$ cat src/rtl/cfas_pkg.sv
`timescale 1ns / 1ps

package cfas_pkg;

    // fixed sizes
    localparam int SINE_TABLE_ENTRIES = 91;
    localparam int FRACTION_BITS      = 16;
    localparam int ANGLE_W            = 9;
    localparam int DEG_W              = 10;
    localparam int SIN_IDX_W          = 7;
    localparam int SIN_W              = 16;
    localparam int PROD_W             = 32;
    localparam int TRIP_W             = 48;
    localparam int MAT_W              = 46;
    localparam int CORNER_W           = 48;
    localparam int TERM_W             = 64;
    localparam int QUOT_W             = 33;
    localparam int REM_W              = 46;
    localparam int DIM_W              = 13;
    localparam int HALF_W             = 15;
    localparam int CENTRE_W           = 16;
    localparam int OUT_W              = 32;
    localparam int FACE_W             = 3;
    localparam int NUM_FACES          = 6;
    localparam int CFG_IDX_W          = 3;
    localparam int CFG_DATA_W         = 16;

    // register indexes
    localparam logic [CFG_IDX_W-1:0] REG_HALF_SIZE    = 3'd0;
    localparam logic [CFG_IDX_W-1:0] REG_CENTER_X     = 3'd1;
    localparam logic [CFG_IDX_W-1:0] REG_CENTER_Y     = 3'd2;
    localparam logic [CFG_IDX_W-1:0] REG_IMAGE_WIDTH  = 3'd3;
    localparam logic [CFG_IDX_W-1:0] REG_IMAGE_HEIGHT = 3'd4;

    // register reset values
    localparam logic [HALF_W-1:0]   RST_HALF_SIZE = 15'd1600;
    localparam logic [DIM_W-1:0]    RST_IMAGE_DIM = 13'd100;

    // face codes
    localparam logic [FACE_W-1:0] FACE_BACK   = 3'd0;
    localparam logic [FACE_W-1:0] FACE_FRONT  = 3'd1;
    localparam logic [FACE_W-1:0] FACE_RIGHT  = 3'd2;
    localparam logic [FACE_W-1:0] FACE_LEFT   = 3'd3;
    localparam logic [FACE_W-1:0] FACE_TOP    = 3'd4;
    localparam logic [FACE_W-1:0] FACE_BOTTOM = 3'd5;

    // quarter-wave sine, q1.14
    localparam logic [14:0] SINE_Q14 [0:SINE_TABLE_ENTRIES-1] = '{
        15'd0, 15'd286, 15'd572, 15'd857, 15'd1143, 15'd1428, 15'd1713, 15'd1997,
        15'd2280, 15'd2563, 15'd2845, 15'd3126, 15'd3406, 15'd3686, 15'd3964,
        15'd4240, 15'd4516, 15'd4790, 15'd5063, 15'd5334, 15'd5604, 15'd5872,
        15'd6138, 15'd6402, 15'd6664, 15'd6924, 15'd7182, 15'd7438, 15'd7692,
        15'd7943, 15'd8192, 15'd8438, 15'd8682, 15'd8923, 15'd9162, 15'd9397,
        15'd9630, 15'd9860, 15'd10087, 15'd10311, 15'd10531, 15'd10749,
        15'd10963, 15'd11174, 15'd11381, 15'd11585, 15'd11786, 15'd11982,
        15'd12176, 15'd12365, 15'd12551, 15'd12733, 15'd12911, 15'd13085,
        15'd13255, 15'd13421, 15'd13583, 15'd13741, 15'd13894, 15'd14044,
        15'd14189, 15'd14330, 15'd14466, 15'd14598, 15'd14726, 15'd14849,
        15'd14968, 15'd15082, 15'd15191, 15'd15296, 15'd15396, 15'd15491,
        15'd15582, 15'd15668, 15'd15749, 15'd15826, 15'd15897, 15'd15964,
        15'd16026, 15'd16083, 15'd16135, 15'd16182, 15'd16225, 15'd16262,
        15'd16294, 15'd16322, 15'd16344, 15'd16362, 15'd16374, 15'd16382,
        15'd16384
    };

    // one subtract brings any input below 720 down below 360
    function automatic logic [DEG_W-1:0] deg_reduce(input logic [DEG_W-1:0] a);
        deg_reduce = (a >= DEG_W'(360)) ? a - DEG_W'(360) : a;
    endfunction

    // sine of a reduced angle in q1.14
    function automatic logic signed [SIN_W-1:0] sin_deg(input logic [DEG_W-1:0] a);
        logic [DEG_W-1:0]     d;
        logic [SIN_IDX_W-1:0] idx;
        logic                 neg;
        logic [SIN_W-1:0]     mag;
        d = deg_reduce(a);
        if (d < DEG_W'(90)) begin
            idx = SIN_IDX_W'(d);
            neg = 1'b0;
        end else if (d < DEG_W'(180)) begin
            idx = SIN_IDX_W'(DEG_W'(180) - d);
            neg = 1'b0;
        end else if (d < DEG_W'(270)) begin
            idx = SIN_IDX_W'(d - DEG_W'(180));
            neg = 1'b1;
        end else begin
            idx = SIN_IDX_W'(DEG_W'(360) - d);
            neg = 1'b1;
        end
        mag = {1'b0, SINE_Q14[idx]};
        sin_deg = neg ? -$signed(mag) : $signed(mag);
    endfunction

    function automatic logic signed [SIN_W-1:0] cos_deg(input logic [DEG_W-1:0] a);
        cos_deg = sin_deg(deg_reduce(a) + DEG_W'(90));
    endfunction

    // rotation rows needed for the screen plane, plus face visibility
    typedef struct packed {
        logic signed [MAT_W-1:0] m00;
        logic signed [MAT_W-1:0] m01;
        logic signed [MAT_W-1:0] m02;
        logic signed [MAT_W-1:0] m10;
        logic signed [MAT_W-1:0] m11;
        logic signed [MAT_W-1:0] m12;
        logic [NUM_FACES-1:0]    vis;
    } item_t;

    // one visible face to be worked out
    typedef struct packed {
        logic [FACE_W-1:0]       face;
        logic                    last;
        logic signed [MAT_W-1:0] m00;
        logic signed [MAT_W-1:0] m01;
        logic signed [MAT_W-1:0] m02;
        logic signed [MAT_W-1:0] m10;
        logic signed [MAT_W-1:0] m11;
        logic signed [MAT_W-1:0] m12;
    } job_t;

    // divider operand and result
    typedef struct packed {
        logic [REM_W-1:0] t;
        logic             neg;
        logic             ovf;
    } div_in_t;

    typedef struct packed {
        logic [QUOT_W-1:0] q;
        logic              neg;
        logic              ovf;
    } div_out_t;

endpackage

$ cat src/rtl/cfas_face_issue.sv
`timescale 1ns / 1ps

module cfas_face_issue (
    input  logic            aclk,
    input  logic            aresetn,
    input  logic            en,
    input  logic            in_valid,
    input  cfas_pkg::item_t in_item,
    output logic            in_ready,
    output logic            job_valid,
    output cfas_pkg::job_t  job
);

    localparam int NF = cfas_pkg::NUM_FACES;

    logic [NF-1:0]                 pend_reg;
    cfas_pkg::item_t               item_reg;
    logic                          job_valid_reg;
    cfas_pkg::job_t                job_reg;
    logic [cfas_pkg::FACE_W-1:0]   low_face;
    logic [NF-1:0]                 pend_after;

    // lowest pending face goes first
    always_comb begin
        low_face = cfas_pkg::FACE_BACK;
        for (int f = NF - 1; f >= 0; f--) begin
            if (pend_reg[f]) begin
                low_face = cfas_pkg::FACE_W'(f);
            end
        end
    end

    assign pend_after = pend_reg & ~(NF'(1) << low_face);
    assign in_ready   = en && (pend_after == '0);

    // pending mask, reloaded once the last face has gone out
    always_ff @(posedge aclk) begin
        if (!aresetn) begin
            pend_reg      <= '0;
            job_valid_reg <= 1'b0;
        end else if (en) begin
            job_valid_reg <= (pend_reg != '0);
            if (pend_after == '0) begin
                pend_reg <= in_valid ? in_item.vis : '0;
            end else begin
                pend_reg <= pend_after;
            end
        end
    end

    // item hold and face job
    always_ff @(posedge aclk) begin
        if (en) begin
            if (pend_after == '0) begin
                item_reg <= in_item;
            end
            job_reg.face <= low_face;
            job_reg.last <= (pend_after == '0);
            job_reg.m00  <= item_reg.m00;
            job_reg.m01  <= item_reg.m01;
            job_reg.m02  <= item_reg.m02;
            job_reg.m10  <= item_reg.m10;
            job_reg.m11  <= item_reg.m11;
            job_reg.m12  <= item_reg.m12;
        end
    end

    assign job_valid = job_valid_reg;
    assign job       = job_reg;

    // opposite faces are never both pending
    a_back_front: assert property (@(posedge aclk) disable iff (!aresetn)
        !(pend_reg[0] && pend_reg[1]))
        else $error("back and front both pending");
    a_right_left: assert property (@(posedge aclk) disable iff (!aresetn)
        !(pend_reg[2] && pend_reg[3]))
        else $error("right and left both pending");
    a_top_bottom: assert property (@(posedge aclk) disable iff (!aresetn)
        !(pend_reg[4] && pend_reg[5]))
        else $error("top and bottom both pending");
    // a face not marked last leaves more faces to send
    a_more_after: assert property (@(posedge aclk) disable iff (!aresetn)
        (job_valid_reg && !job_reg.last) |-> (pend_reg != '0))
        else $error("face without last flag but nothing pending");

endmodule

$ cat config.mk
export PLATFORM = sky130hd
export DESIGN_NAME = cfas_face_issue
export DESIGN_NICKNAME = d
export VERILOG_FILES = /design/src/rtl/cfas_pkg.sv /design/src/rtl/cfas_face_issue.sv
export SDC_FILE = /design/constraint.sdc
export NUM_CORES = 1
export LEC_CHECK = 0
export CAP_MARGIN = 5
export CORE_AREA = 2 2 223 225
export CTS_CLUSTER_SIZE = 14
export DETAILED_ROUTE_END_ITERATION = 10
export DIE_AREA = 0 0 225 227
export DONT_BUFFER_PORTS = 1
export GPL_TIMING_DRIVEN = 0
export HOLD_SLACK_MARGIN = 0.02
export SLEW_MARGIN = 20
export SYNTH_ARGS = -nofsm -noshare
export SYNTH_HDL_FRONTEND = slang
export SYNTH_SLANG_ARGS = --single-unit
$ cat constraint.sdc
create_clock -name aclk -period 23.1 [get_ports aclk]
set_clock_uncertainty 0.2 [all_clocks]
set_input_delay 4.62 -clock aclk [delete_from_list [all_inputs] [get_ports aclk]]
set_output_delay 4.62 -clock aclk [all_outputs]
set_load 0.03 [all_outputs]
---- After elaboration in Yosys (flattened, before gate mapping) ----
Cells that the tools add are included.
storage, ports and cells
  logic and storage cells ................. 31
  input port bits ......................... 286
  flip-flop bits (word level) ............. 563
  output and inout bits ................... 282
operators by class
  multiplexer cells ....................... 8
  reduce and logical (&&, ||, !) cells .... 4
  shifts and indexed selects .............. 1
  bitwise gates (word level) .............. 2
operator list
  kind                 count
  $mux 3               6
  $mux 6               2
  $and 6x6->6          1
  $logic_not 6->1      1
  $not 6->6            1
  $reduce_bool 6->1    1
  $shl 1x3->6 const A  1
  $reduce_and 2->1     1
  $logic_and 1x1->1    1

---- Logic depth before layout (Yosys ltp) ----
Gate-level depths: netlist (run 1).
  depth in word-level cells ............... 11
  mapped depth ............................ 4

---- Worst setup path after synthesis (run 1) ----
No wires, ideal clock.
  path kind ............................... input to output
  start ................................... input port en
  end ..................................... output port in_ready
  required time ........................... 18.280 ns
  setup slack ............................. 7.232 ns
  stages .................................. 1
  arrival time ............................ 11.048 ns
  cells stage by stage .................... and2_1
on the way
  word-level cells in the longest chain between the ends .. 1
ends and longest elaborated chain
  item               RTL line               source
  from (decl)        cfas_face_issue.sv:6   input logic en,
  $logic_and 1x1->1  cfas_face_issue.sv:34  assign in_ready = en && (pend_after == '0);
  to (decl)          cfas_face_issue.sv:9   output logic in_ready,
No other way between the ends.

---- Final worst setup path (run 1) ----
Ends and elaborated chain as after synthesis.

==> flow_metrics.env, run 1 <==
export IMPL_status="complete, no violations"
export IMPL_first_pass_iters=7
export IMPL_p_seq_share_pct=59.1
export IMPL_rsz0062_at_grt="no"
export IMPL_postCtsSetupBuffers=0
export IMPL_numClockSinks=563
export IMPL_initial_utilization_pct=35.1
export IMPL_yosys_area_share_simple_pct=0.609
export IMPL_critPathSlowestCell="and2_4"
export IMPL_grtUsageMet2_pct=19.9
export IMPL_p_int_mw=1.71
export IMPL_synth_compound_area_share_pct=0.565
export IMPL_grt_pass1_wl_um=44600
export IMPL_use_met1_pct=13.2
export IMPL_final_common_cell="edfxtp_1"
export IMPL_end_kind="primary output"
export IMPL_power_leakage_nw=6.49
export IMPL_syn_inst=597
export IMPL_die_x_um=225
export IMPL_report_final_hold_viol_count=0
export IMPL_yosys_warnings=0
export IMPL_crit_chain="and2_4, buf_16"
export IMPL_place_congestion=0.808
export IMPL_synth_distinct_cells=23
export IMPL_ys_seq_area_share_pct=98.7
export IMPL_hold_ws_ns=0.204
export IMPL_critPathLaunchType="input pin"
export IMPL_crit_fanout=285
export IMPL_cts_root_buf="clkbuf_16"
export IMPL_vdd_ir_drop_worst_mv=0.0902
export IMPL_drc=0
export IMPL_grt_pass1_vias=5948
export IMPL_fillers=4138
export IMPL_setup_tns_ns=0
export IMPL_cp_depth=2
export IMPL_largest_register_ffs=280
export IMPL_switching_power_mw=0.459
export IMPL_crit_family="simple AND/OR/NAND/NOR gates"
export IMPL_core_area_um2=48500
export IMPL_syn_num_nets=883
export IMPL_via_per_inst=4.50
export IMPL_period_needed_ns=10.54
export IMPL_synthAdderAreaFrac_pct=0.0587
export IMPL_num_nets_final=946
export IMPL_fmax_mhz=94.9
export IMPL_clk_path_buf_depth=3
export IMPL_ant_nets=0
export IMPL_worst_slew_pin_slew_ns=0.733
export IMPL_max_stage_delay_ns=0.64
export IMPL_grt_usage_pct=12.4
export IMPL_cts_hold_buffers_added=0
export IMPL_grt_overflow=0
export IMPL_relSlewSlack_pct=51.2
export IMPL_worst_hold_path_type="register to register"
export IMPL_drv_slew=0
export IMPL_syn_avg_cell_area_um2=28.6
export IMPL_cap_viol_max_count=0
export IMPL_drtIter0Drc=418
export IMPL_finalCritPeriodShare_pct=45.6
export IMPL_finalSetupViolations=0
export IMPL_mostFrequentLayoutCells="edfxtp_1, clkbuf_16, clkinv_1, clkbuf_1, clkinv_2"
export IMPL_worstPathArrival_ns=5.72
export IMPL_die_h_um=227
export IMPL_drive_gt1_share_pct=12.9
export IMPL_met3_usage_pct=7.02
export IMPL_insertion_delay_ns=0.57
export IMPL_synth_top_family_by_area="simple AND/OR/NAND/NOR gates"
export IMPL_hold_path_depth=0
export IMPL_grt_busiest_layer="met2"
export IMPL_area_growth_pct=15.8
export IMPL_dieArea_um2=51100
export IMPL_drt_total_wl_um=33500
export IMPL_vias=5988
export IMPL_synth_seq_cells=563
export IMPL_path_clk_slew_ns=0.07
export IMPL_switching_share_pct=21.2
export IMPL_synth_area_um2=17100
export IMPL_crit_buf_inv=1
export IMPL_post_cts_resize_count=0
export IMPL_synth_xor_area_share_pct=0
export IMPL_rows=81
export IMPL_worst_r2r_cell_count=6
export IMPL_wl_per_cell_um=25.2
export IMPL_cts_buffers=56
export IMPL_path_class="input pin to primary output"
export IMPL_combinationalPowerShare_pct=0.9
export IMPL_htree_levels=2
export IMPL_cts_tree="built"
export IMPL_muxShareOfSynthArea_pct=0
export IMPL_grt_max_degree=286
export IMPL_critical_path_required_ns=18.28
export IMPL_antenna_found_initial=17
export IMPL_io_pins=568
export IMPL_powerDensity_nw_per_um2=110
export IMPL_p_clk_share_pct=40.0
export IMPL_place_hpwl_um=23000
export IMPL_port_buffers=0
[cell type report]
type                    instances  area [um2]  share of cell area, %
multi-input cells              31         213                   1.08
clock buffers                  66        1460                   7.39
flip-flops and latches        563       16800                   85.2
diodes                          4        10.0                 0.0507
clock inverters                36         322                   1.63
inverters                       1        3.75                 0.0190
plain buffers                   2        7.51                 0.0380
well taps                     622         778                   3.94
repair buffers                  5         130                  0.659
[synth_stat cells]
| cell type | number | area (um2) |
|---|---|---|
| o31a_2 | 1 | 10.0 |
| nor2_1 | 4 | 15.0 |
| nand2b_1 | 2 | 12.5 |
| a21oi_1 | 1 | 5.00 |
| o21ai_0 | 1 | 5.00 |
| a211oi_1 | 1 | 7.51 |
| or3_2 | 1 | 7.51 |
| maj3_1 | 1 | 10.0 |
| nor3_1 | 3 | 15.0 |
| buf_1 | 1 | 3.75 |
| nand2_1 | 3 | 11.3 |
| or3_4 | 1 | 11.3 |
| dfxtp_1 | 7 | 140 |
| and2_1 | 1 | 6.26 |
| nor4_1 | 1 | 6.26 |
| inv_1 | 1 | 3.75 |
| o2bb2ai_1 | 2 | 17.5 |
| a32o_1 | 4 | 40.0 |
| edfxtp_1 | 556 | 16700 |
| and3_1 | 1 | 6.26 |
| o221a_2 | 1 | 11.3 |
| or3_1 | 2 | 12.5 |
| clkbuf_1 | 1 | 3.75 |
[through the flow]
step	utilization, %	setup WS, ns	area (um2)	total power [mW]	std cells
final	40.7	12.56	19800	2.17	1330
after global routing	40.7	12.54	19800	2.25	1328
after CTS	40.7	12.62	19800	2.20	1326
after detailed placement	37.0	12.62	18000	1.33	1224
after global placement	36.7	4.40	17800	1.33	1219
after floorplan	-	7.23	17100	1.31	597
[kinds of logic (layout without fill, tap and decap cells)]
family                     Yosys count  in the layout
DFF                                563            563
adders and majority gates            1              1
AOI/OAI and AO/OA                   11             11
and+or+nand+nor                     19             19
other                                0              4
buffers and inverters                3            110
[power by group through the flow]
| stage | Combinational [mW] | Clock (mW) | Sequential (mW) |
|---|---|---|---|
| floorplan | 0.0122 | 0 | 1.30 |
| global placement | 0.0167 | 0 | 1.32 |
| detailed placement | 0.0211 | 0 | 1.30 |
| CTS | 0.0210 | 0.897 | 1.28 |
| global route | 0.0227 | 0.938 | 1.29 |
| finish | 0.0203 | 0.869 | 1.28 |
[routing by layer]
| layer | routed length (um) | vias up |
|---|---|---|
| li1 | - | 2574 |
| met1 | 11500 | 2948 |
| met2 | 16700 | 358 |
| met3 | 3930 | 88 |
| met4 | 1220 | 20 |
| met5 | 124 | - |
[final timing paths]
kind | from | end | slack, ns
hold / removal | item_reg[113] | job[107] | 0.20
setup reg to reg | pend_reg[2] | item_reg[279] | 20.07
setup / recovery | en | in_ready | 12.56
hold reg to reg | item_reg[113] | job[107] | 0.20
Note: power is estimated with default switching activity, not from simulation.
==> run 2, diff against run 1 <==
- CORE_AREA: 2 2 223 225 -> 2 2 218 220
- DIE_AREA: 0 0 225 227 -> 0 0 220 222
- clock period: 23.1 -> 9.2 ns (I/O delays scaled with it)
==> run 2 against run 1 <==
  * Global-route usage up 0.69 points
  * Clock power up 140%
  * Clock-buffer cell count up 3
  * Sequential power rose to 2.5 times the previous value
  * Power up 150%
  * Cell count down 0.98%
  * Flip-flop and latch count unchanged
  * Register-to-register slack worse by 14 ns
  * Utilization up 1.8 points
  * First-iteration DRC count up 14%
  * Largest cell class unchanged
==> flow_metrics.env, run 2 (synthesized netlist as in run 1, its figures left out) <==
export IMPL_status="complete, no violations"
export IMPL_ant_nets=0
export IMPL_post_cts_resize_count=0
export IMPL_routed_wl_met2_um=16600
export IMPL_io_pins=568
export IMPL_powerDensity_nw_per_um2=273
export IMPL_fmax_mhz=196
export IMPL_clk_path_buf_depth=3
export IMPL_via_per_inst=4.61
export IMPL_grt_max_degree=286
export IMPL_initial_utilization_pct=36.9
export IMPL_crit_chain="and2_4"
export IMPL_place_hpwl_um=23600
export IMPL_p_seq_share_pct=59.9
export IMPL_grt_pass1_wl_um=45900
export IMPL_dp_slack_ns=4.85
export IMPL_port_buffers=0
export IMPL_power_mw=5.38
export IMPL_finalCritPeriodShare_pct=55.5
export IMPL_rows=79
export IMPL_die_h_um=222
export IMPL_combinationalPowerShare_pct=0.9
export IMPL_place_congestion=0.863
export IMPL_ff2ff_setup_slack_ns=6.28
export IMPL_area_growth_pct=15.4
export IMPL_drv_slew=0
export IMPL_r2r_start="pend_reg[2]"
export IMPL_cts_buffers=55
export IMPL_cts_root_buf="clkbuf_16"
export IMPL_period_needed_ns=5.10
export IMPL_drt_met1_wl_um=11600
export IMPL_worst_r2r_cell_count=6
export IMPL_grt_overflow=0
export IMPL_cap_viol_max_count=0
export IMPL_hold_end="job[83]"
export IMPL_drt_total_wl_um=33600
export IMPL_wl_per_cell_um=25.5
export IMPL_antenna_found_initial=17
export IMPL_multiInputGateArea_um2=213
export IMPL_end_kind="primary output"
export IMPL_hold_path_depth=0
export IMPL_largest_register_ffs=280
export IMPL_grt_pass1_vias=6133
export IMPL_vias=6076
export IMPL_switching_share_pct=21.1
export IMPL_critical_path_required_ns=7.16
export IMPL_drtIter0Drc=478
export IMPL_numClockSinks=563
export IMPL_fillers=3847
export IMPL_postCtsSetupBuffers=0
export IMPL_p_clk_share_pct=39.2
export IMPL_core_area_um2=46300
export IMPL_die_x_um=220
export IMPL_hp_start="item_reg[89]"
export IMPL_p_int_mw=4.24
export IMPL_crit_buf_inv=0
export IMPL_critPathLaunchType="input pin"
export IMPL_crit_fanout=285
export IMPL_path_class="input pin to primary output"
export IMPL_hold_ws_ns=0.209
export IMPL_worstPathArrival_ns=3.06
export IMPL_dieArea_um2=48800
export IMPL_vdd_ir_drop_worst_mv=0.182
export IMPL_worst_slew_pin_slew_ns=1.35
export IMPL_path_clk_slew_ns=0.06
export IMPL_fin_cells=1317
export IMPL_worst_hold_path_type="register to register"
export IMPL_grt_usage_pct=13.1
export IMPL_seq_area_um2=16800
export IMPL_report_final_hold_viol_count=0
export IMPL_insertion_delay_ns=0.58
export IMPL_r2r_end="item_reg[46]"
export IMPL_topRoutingLayerUsed="met5"
export IMPL_setup_slack_ns=4.10
export IMPL_cts_tree="built"
export IMPL_max_stage_delay_ns=0.63
export IMPL_finalSetupViolations=0
export IMPL_htree_levels=2
export IMPL_power_leakage_nw=6.46
export IMPL_final_common_cell="edfxtp_1"
export IMPL_first_pass_iters=4
export IMPL_switching_power_mw=1.14
export IMPL_drive_gt1_share_pct=12.5
export IMPL_rsz0062_at_grt="no"
export IMPL_drc=0
export IMPL_num_nets_final=945
export IMPL_relSlewSlack_pct=9.75
export IMPL_critPathSlowestCell="and2_4"
export IMPL_wl_met3_um=4380
export IMPL_setup_tns_ns=0
export IMPL_cts_hold_buffers_added=0
export IMPL_mostFrequentLayoutCells="edfxtp_1, clkbuf_16, clkbuf_1, clkinv_1, clkinv_2"
export IMPL_dp_cells=1209
export IMPL_crit_family="simple AND/OR/NAND/NOR gates"
## run 2: worst max-delay path by stage
| stage | startpoint | endpoint | slack, ns | depth (start not counted) |
|---|---|---|---|---|
| after global routing | pend_reg[2] | in_ready | 4.77 | 4 |
| after CTS | en | in_ready | 4.85 | 1 |
| after floorplan | en | in_ready | 1.93 | 1 |
| final | en | in_ready | 4.10 | 1 |
| after detailed placement | en | in_ready | 4.85 | 1 |
| after global placement | en | in_ready | 0.78 | 1 |
## run 2: power groups by stage
stage          combinational, mW  clock, mW  sequential (mW)
2_1_floorplan             0.0310          0             3.25
3_3_place_gp              0.0395          0             3.28
3_5_place_dp              0.0516          0             3.28
4_1_cts                   0.0516       2.17             3.22
5_1_grt                   0.0558       2.27             3.23
6_report                  0.0506       2.11             3.22
## run 2: metrics by stage
step	utilization, %	cell area (um2)
after detailed placement	38.8	17900
after global placement	38.5	17800
after global routing	42.5	19700
final	42.5	19700
after floorplan	-	17100
after CTS	42.5	19700
## run 2: area by class of cell
| type | instances | share of cell area, % |
|---|---|---|
| Sequential cell | 563 | 85.5 |
| Clock buffer | 69 | 7.48 |
| Tap cell | 607 | 3.86 |
| Clock inverter | 31 | 1.25 |
| Multi-Input combinational cell | 31 | 1.08 |
| Timing Repair Buffer | 5 | 0.623 |
| Antenna cell | 8 | 0.102 |
| Buffer | 2 | 0.0381 |
| Inverter | 1 | 0.0191 |
## run 2: per-layer routing
metal | vias to the layer above | GRT usage (%)
met4 | 16 | 4.94
met1 | 3052 | 14.0
met5 | - | 0
met2 | 344 | 21.1
met3 | 70 | 8.02
li1 | 2594 | -
